`config.mk`:
```
export PLATFORM = sky130hd
export DESIGN_NAME = double_ended_queue_core
export DESIGN_NICKNAME = d
export VERILOG_FILES = /design/src/rtl/core/deq_pkg.sv /design/src/rtl/core/deq_cell.sv /design/src/rtl/core/double_ended_queue_core.sv
export SDC_FILE = /design/constraint.sdc
export NUM_CORES = 2
export LEC_CHECK = 0
export ABC_AREA = 1
export BUFFER_PORTS_ARGS = -buffer_cell sky130_fd_sc_hd__buf_2
export CORE_ASPECT_RATIO = 2
export CORE_MARGIN = 5
export CORE_UTILIZATION = 55
export CTS_CLUSTER_DIAMETER = 80
export DETAILED_ROUTE_END_ITERATION = 10
export GPL_TIMING_DRIVEN = 0
export PLACE_DENSITY = 0.71
export SLEW_MARGIN = 20
export SYNTH_ARGS = -nofsm -noshare
export SYNTH_HDL_FRONTEND = slang
export SYNTH_HIERARCHICAL = 1
export SYNTH_SLANG_ARGS = --single-unit
```
`constraint.sdc`:
```
create_clock -name i_clk -period 24.6 [get_ports i_clk]
set_input_delay 2.46 -clock i_clk [delete_from_list [all_inputs] [get_ports i_clk]]
set_output_delay 2.46 -clock i_clk [all_outputs]
set_load 0.02 [all_outputs]
```
`src/rtl/core/deq_pkg.sv`:
```
`default_nettype none
// -----------------------------------------------------------------------------
// Double-ended queue package
// Shared sizes, operation codes and the control bundle for the cell chain.
// -----------------------------------------------------------------------------
package deq_pkg;

    // Number of cells in the chain.
    localparam int CAPACITY = 16;
    // Width of a cell index and of an occupancy count (which reaches CAPACITY).
    localparam int IDX_W    = $clog2(CAPACITY);
    localparam int CNT_W    = $clog2(CAPACITY + 1);
    // Fixed widths of the transaction fields.
    localparam int DATA_W   = 32;
    localparam int KIND_W   = 3;
    localparam int STAT_W   = 2;
    localparam int COUNT_W  = 5;

    // Operation requested by an input transaction.
    typedef enum logic [KIND_W-1:0] {
        KIND_PUSH_FRONT = 3'd0,
        KIND_PUSH_BACK  = 3'd1,
        KIND_POP_FRONT  = 3'd2,
        KIND_POP_BACK   = 3'd3,
        KIND_DUMP_FWD   = 3'd4,
        KIND_DUMP_REV   = 3'd5
    } t_kind;

    // Result status codes.
    typedef enum logic [STAT_W-1:0] {
        STAT_OK    = 2'd0,
        STAT_EMPTY = 2'd1,
        STAT_FULL  = 2'd2
    } t_status;

    // What every cell does with its data.
    typedef enum logic [2:0] {
        CELL_HOLD,       // keep the stored value
        CELL_FROM_LEFT,  // take the neighbor toward the front (shift to the back)
        CELL_FROM_RIGHT, // take the neighbor toward the back (shift to the front)
        CELL_ROT_FWD,    // shift to the front, the tail cell takes the load value
        CELL_LOAD_END    // the first free cell takes the load value
    } t_cell_op;

    // Control broadcast to every cell of the chain.
    typedef struct packed {
        t_cell_op                  op;
        logic signed [DATA_W-1:0]  load;
    } t_cell_ctl;

endpackage : deq_pkg
`default_nettype wire

```
`src/rtl/core/deq_cell.sv`:
```
`default_nettype none
// -----------------------------------------------------------------------------
// Double-ended queue cell
// One storage cell of the chain; it takes its neighbor's value, a broadcast
// load value, or keeps its own, as the broadcast control asks.
// -----------------------------------------------------------------------------
module deq_cell (
    input  wire                               i_clk,
    input  wire  deq_pkg::t_cell_ctl          i_ctl,
    input  wire                               i_at_tail,
    input  wire                               i_at_end,
    input  wire  signed [deq_pkg::DATA_W-1:0] i_left,
    input  wire  signed [deq_pkg::DATA_W-1:0] i_right,
    output logic signed [deq_pkg::DATA_W-1:0] o_data
);
    import deq_pkg::*;

    logic signed [DATA_W-1:0] r_data;
    logic signed [DATA_W-1:0] n_data;

    // Select the next value from the neighbors or the broadcast load.
    always_comb begin
        n_data = r_data;
        case (i_ctl.op)
            CELL_FROM_LEFT:  n_data = i_left;
            CELL_FROM_RIGHT: n_data = i_right;
            CELL_ROT_FWD:    n_data = i_at_tail ? i_ctl.load : i_right;
            CELL_LOAD_END: begin
                if (i_at_end) begin
                    n_data = i_ctl.load;
                end
            end
            default:         n_data = r_data;
        endcase
    end

    // Payload storage needs no reset.
    always_ff @(posedge i_clk) begin
        r_data <= n_data;
    end

    assign o_data = r_data;

endmodule : deq_cell
`default_nettype wire

```
`src/rtl/core/double_ended_queue_core.sv`:
```
`default_nettype none
// -----------------------------------------------------------------------------
// Double-ended queue core
// Bounded deque of signed 32-bit values held in a chain of cells, front at
// cell 0. Pushes, pops and dumps in either direction, with status results.
// -----------------------------------------------------------------------------
//  Channel  Direction  Handshake           Fields
//  input    in         i_valid / o_stall   i_kind, i_value
//  output   out        o_valid / i_stall   o_data, o_status, o_count, o_last
//
// A push or pop puts its result in the output register.
// A dump of N entries first enters the dump state and then emits one entry per
// cycle while the output is free, rotating the chain by one cell per entry; the input is stalled meanwhile.
// The output register stalls the input only while it holds a result that is
// not taken. Reset empties the queue; stored values are not cleared.
// -----------------------------------------------------------------------------
module double_ended_queue_core (
    input  wire                                i_clk,
    input  wire                                i_rst_n,
    input  wire                                i_valid,
    output logic                               o_stall,
    input  wire  [deq_pkg::KIND_W-1:0]         i_kind,
    input  wire  signed [deq_pkg::DATA_W-1:0]  i_value,
    output logic                               o_valid,
    input  wire                                i_stall,
    output logic signed [deq_pkg::DATA_W-1:0]  o_data,
    output logic [deq_pkg::STAT_W-1:0]         o_status,
    output logic [deq_pkg::COUNT_W-1:0]        o_count,
    output logic                               o_last
);
    import deq_pkg::*;

    typedef enum logic {
        ST_IDLE,
        ST_DUMP
    } t_state;

    t_state                   r_state,  n_state;
    logic [CNT_W-1:0]         r_occ,    n_occ;
    logic [CNT_W-1:0]         r_left,   n_left;
    logic                     r_rev,    n_rev;
    logic                     r_valid,  n_valid;
    logic signed [DATA_W-1:0] r_data,   n_data;
    t_status                  r_status, n_status;
    logic [COUNT_W-1:0]       r_count,  n_count;
    logic                     r_last,   n_last;

    t_cell_ctl                w_ctl;
    logic signed [DATA_W-1:0] w_cell [CAPACITY];
    logic signed [DATA_W-1:0] w_head;
    logic signed [DATA_W-1:0] w_tail;
    logic signed [DATA_W-1:0] w_left0;
    logic                     w_out_free;
    logic                     w_accept;

    // Handshake.
    assign w_out_free = !r_valid || !i_stall;
    assign o_stall    = !((r_state == ST_IDLE) && w_out_free);
    assign w_accept   = i_valid && !o_stall;

    // Front value and the value of the last occupied cell.
    assign w_head = w_cell[0];
    always_comb begin
        w_tail = '0;
        for (int k = 0; k < CAPACITY; k++) begin
            if (r_occ == CNT_W'(k + 1)) begin
                w_tail = w_cell[k];
            end
        end
    end

    // Control and result selection.
    always_comb begin
        n_state    = r_state;
        n_occ      = r_occ;
        n_left     = r_left;
        n_rev      = r_rev;
        n_valid    = r_valid && i_stall;
        n_data     = r_data;
        n_status   = r_status;
        n_count    = r_count;
        n_last     = r_last;
        w_ctl.op   = CELL_HOLD;
        // A forward rotation feeds the front value into the tail cell.
        w_ctl.load = (r_state == ST_DUMP) ? w_head : i_value;

        if (w_accept) begin
            unique case (t_kind'(i_kind))
                KIND_PUSH_FRONT, KIND_PUSH_BACK: begin
                    n_valid = 1'b1;
                    n_data  = '0;
                    n_last  = 1'b1;
                    if (r_occ == CNT_W'(CAPACITY)) begin
                        n_status = STAT_FULL;
                    end else begin
                        w_ctl.op = (t_kind'(i_kind) == KIND_PUSH_FRONT) ?
                                   CELL_FROM_LEFT : CELL_LOAD_END;
                        n_occ    = r_occ + CNT_W'(1);
                        n_status = STAT_OK;
                    end
                    n_count = COUNT_W'(n_occ);
                end
                KIND_POP_FRONT, KIND_POP_BACK: begin
                    n_valid = 1'b1;
                    n_last  = 1'b1;
                    if (r_occ == '0) begin
                        n_data   = '0;
                        n_status = STAT_EMPTY;
                    end else begin
                        if (t_kind'(i_kind) == KIND_POP_FRONT) begin
                            w_ctl.op = CELL_FROM_RIGHT;
                            n_data   = w_head;
                        end else begin
                            n_data   = w_tail;
                        end
                        n_occ    = r_occ - CNT_W'(1);
                        n_status = STAT_OK;
                    end
                    n_count = COUNT_W'(n_occ);
                end
                KIND_DUMP_FWD, KIND_DUMP_REV: begin
                    if (r_occ == '0) begin
                        n_valid  = 1'b1;
                        n_data   = '0;
                        n_status = STAT_EMPTY;
                        n_count  = '0;
                        n_last   = 1'b1;
                    end else begin
                        n_state = ST_DUMP;
                        n_left  = r_occ;
                        n_rev   = (t_kind'(i_kind) == KIND_DUMP_REV);
                    end
                end
                default: begin
                    // Unused codes are taken and dropped.
                end
            endcase
        end else if (r_state == ST_DUMP && w_out_free) begin
            // Emit one entry and rotate the occupied part of the chain.
            w_ctl.op = r_rev ? CELL_FROM_LEFT : CELL_ROT_FWD;
            n_valid  = 1'b1;
            n_data   = r_rev ? w_tail : w_head;
            n_status = STAT_OK;
            n_count  = COUNT_W'(r_occ);
            n_last   = (r_left == CNT_W'(1));
            n_left   = r_left - CNT_W'(1);
            if (r_left == CNT_W'(1)) begin
                n_state = ST_IDLE;
            end
        end
    end

    // A reverse rotation feeds the tail into the front cell.
    assign w_left0 = (r_state == ST_DUMP) ? w_tail : i_value;

    // Cell chain.
    for (genvar g = 0; g < CAPACITY; g++) begin : g_cell
        logic signed [DATA_W-1:0] w_l;
        logic signed [DATA_W-1:0] w_r;
        if (g == 0) begin : g_first
            assign w_l = w_left0;
        end else begin : g_mid_l
            assign w_l = w_cell[g-1];
        end
        if (g == CAPACITY - 1) begin : g_last
            assign w_r = w_cell[g];
        end else begin : g_mid_r
            assign w_r = w_cell[g+1];
        end
        deq_cell u_cell (
            .i_clk     (i_clk),
            .i_ctl     (w_ctl),
            .i_at_tail (r_occ == CNT_W'(g + 1)),
            .i_at_end  (r_occ == CNT_W'(g)),
            .i_left    (w_l),
            .i_right   (w_r),
            .o_data    (w_cell[g])
        );
    end

    // State and registered outputs.
    always_ff @(posedge i_clk) begin
        if (!i_rst_n) begin
            r_state  <= ST_IDLE;
            r_occ    <= '0;
            r_left   <= '0;
            r_rev    <= 1'b0;
            r_valid  <= 1'b0;
            r_data   <= '0;
            r_status <= STAT_OK;
            r_count  <= '0;
            r_last   <= 1'b0;
        end else begin
            r_state  <= n_state;
            r_occ    <= n_occ;
            r_left   <= n_left;
            r_rev    <= n_rev;
            r_valid  <= n_valid;
            r_data   <= n_data;
            r_status <= n_status;
            r_count  <= n_count;
            r_last   <= n_last;
        end
    end

    assign o_valid  = r_valid;
    assign o_data   = r_data;
    assign o_status = r_status;
    assign o_count  = r_count;
    assign o_last   = r_last;

endmodule : double_ended_queue_core
`default_nettype wire
```
==> impl_metrics.ini <==
[run_status]
outcome = finished, final reports clean

[clock_network]
post_cts_resized = 0
clockRootBuffer = clkbuf_16
cts_made_buffers = 58
clkLatencyLatePin_ps = 720
cts_tree = yes
path_clk_slew_ps = 60
cts_hold_buf = 0
cts_buffer_depth = 3
cts_setup_buffers = 0
clock_sinks = 565
htree_levels = 2

[power_and_ir_drop]
peakVddDrop_mv = 0.100
seq_power_share_pct = 39.5
power_frac_clock_pct = 28.0
p_leak_nw = 25.5
comb_power_share_pct = 32.5
power.density_nw_per_um2 = 57.8
p_sw_mw = 1.44
p_int_mw = 2.09
swShare_pct = 40.8
total_power_mw = 3.52

[grt]
grt_max_degree = 33
antenna_found_initial = 14
grtUsageTotal_pct = 49.2
grt_pass1_vias = 56444
overflow = 0
grt_pass1_wl_um = 388000

[worst_setup_path]
crit_path_frequent_cell = buf_2
cp_cell_sequence = buf_2, nand2_1, inv_1, nor2_1, nand2_1, nor2_1, clkinv_1, o41ai_2, buf_4, buf_4, buf_2, buf_2, buf_2, buf_2, buf_2, buf_4, nor2_4, buf_4, o21ai_4, buf_16
cp-start-kind = input pin
path_class = input pin to flip-flop
crit_path_end_kind = flip-flop
path_buf_inv = 13
critical_path.max_fanout = 20
critPathTopFamily = buffers and inverters
crit_arrival_ps = 7340
slowest_stage = o21ai_4
slowest_delay_ps = 480
required_ps = 25010

[timing]
worst_pin_slew_ps = 1240
fin_crit_sh_pct = 28.2
setup_tns_ps = 0
slew_violations = 0
max_freq_mhz = 144
hold_violations = 0
setup_violations = 0
layout_min_cycle_time_ps = 6930
slew_headroom_pct = 16.9
clock_skew_ps = 31.3
rsz0062_at_grt = false

[die]
start_util_pct = 55.2
chipHeight_um = 458
core-area_um2 = 99700
ioPinCount = 81
die_width_um = 234
die_area_um2 = 107000
rows = 164

[yosys]
synth_fp_nets = 7498
ys.flop_type = edfxtp_1
synth_top_area_share_pct = 27.9
yosys.area_share.simple_pct = 56.2
yosysMostFrequentCell = nand2_1
ys_ff_latch = 565
synth.area.mux_share_pct = 0
synth_compound_area_share_pct = 3.52
synth-seq-area-share_pct = 29.8
synthTopCellsByCount = nand2_1, nand3_1, nand4_1
ys_warn_count = 6
synth_area_leaders = edfxtp_1, nand2_1, nand4_2
synthCells = 7451
synth_edf_count = 512
yosysTopAreaCell = edfxtp_1
synth_adder_area_share_pct = 0.182
syn_area_per_cell_um2 = 7.39
synthArstFlopShare_pct = 0
synth-xor-area-share_pct = 0.0795
ys_types = 46
syn_area_um2 = 55100
synth_top_family_by_area = simple AND/OR/NAND/NOR gates

[job]
max-cap-violations = 0

[drt]
routed_wirelength_um = 268000
firstDrtPassIters = 10
avgRoutedWirePerCell_um = 29.7
post_drt_via_cell_ratio = 6.46
antenna_left = 0
vias = 58461
first_iter_violations = 7490
drcViolationCount = 0

[placed_design]
gp_congestion = 1.16
portBuffers = 79
dp_hpwl_um = 211000

[worst_hold_path]
hp-class = flip-flop to flip-flop

[cells_and_area]
synthToLayoutAreaGrowth_pct = 10.8
nFillCells = 9308
register_area_um2 = 16400
fin_nets = 7709
layout-drive-gt1-share_pct = 26.3
multi_input_area_um2 = 33500
flip-flops by register name (all words and copies together), names as in the netlist, 2 cells and up:
name and count:
g_cell.u_cell/o_data 512, r_occ 5, o_count 5, o_status 2, r_left 5, o_data 32
layer usage:
layer / up-vias / global-route usage [%] / routed length, µm
met4: 4 / 56.0 / 41800
met5: - / 0 / 25
met1: 26786 / 48.4 / 80600
li1: 26163 / - / -
met2: 3965 / 75.8 / 118000
met3: 1543 / 15.3 / 28200
kinds of logic after synthesis:
logic type / Yosys count
and+or+nand+nor: 5508
xor gates and xnor gates: 5
AOI/OAI and AO/OA: 352
adders and majority gates: 8
DFF: 565
buffers and inverters: 1013
cells in the final DEF, fill, tap and decap left out, drive strengths merged, types with 32 or more instances in the layout:
cell / Yosys / final
a21oi: 61 / 61
buf: 577 / 728
clkbuf: 80 / 147
dfxtp: 53 / 53
edfxtp: 512 / 512
inv: 352 / 356
nand2: 3007 / 3007
nand3: 1241 / 1241
nand4: 1025 / 1025
nor2: 143 / 143
o21a: 32 / 32
o21ai: 215 / 215
or2: 89 / 89
power groups by stage:
stage	Clock, mW	Sequential (mW)	Combinational [mW]
6_report	0.988	1.39	1.14
5_1_grt	1.02	1.39	1.19
4_1_cts	0.983	1.37	1.08
3_5_place_dp	0	1.39	1.07
3_3_place_gp	0	1.40	1.00
2_1_floorplan	0	1.31	0.663
layout make-up:
class / instances / area share, %
clock inverter: 38 / 0.628
buffer: 657 / 6.90
sequential: 565 / 26.9
tap: 1328 / 2.72
clock buffer: 67 / 2.63
multi-input combinational: 5873 / 55.0
timing repair buffer: 151 / 2.87
antenna: 17 / 0.0697
inverter: 356 / 2.26
worst register-to-register path: stages, from the launching register on:
cell and delay (ps):
dfxtp_1 420, inv_1 250, ha_1 190, inv_1 50, nor3_2 850, clkbuf_1 690
o41ai_2 220, buf_4 240, buf_4 220, buf_2 190, buf_2 190, buf_2 180
buf_2 190, buf_2 200, buf_4 200, nor2_4 310, buf_4 250, nand3_1 130
o21ai_4 260, buf_16 260
per-stage QoR:
step                      utilization [%]  cell area (µm²)  instances  hold slack (ps)  setup slack (ps)
after floorplan                         -            55100       7451              476              9960
after global placement               57.3            57100       8858              460              1330
after detailed placement             59.1            59000       8930              472             17210
after CTS                            61.1            61000       9035              480             17910
after global routing                 61.1            61000       9041              502             17620
final                                61.2            61000       9052              477             17670
worst paths after layout:
path / startpoint / endpoint / slack (ps) / cells after the start
setup reg to reg: r_occ[0]$_SDFFE_PN0P_ / g_cell[6].u_cell/o_data[31]$_DFFE_PP_ / 18790 / 19
setup / recovery: i_stall / g_cell[6].u_cell/o_data[31]$_DFFE_PP_ / 17670 / 20
hold / removal: o_status[0]$_SDFFE_PN0P_ / o_status[0]$_SDFFE_PN0P_ / 480 / 2
hold reg to reg: o_status[0]$_SDFFE_PN0P_ / o_status[0]$_SDFFE_PN0P_ / 480 / 2
No activity file was read; power rests on OpenSTA's default activity.
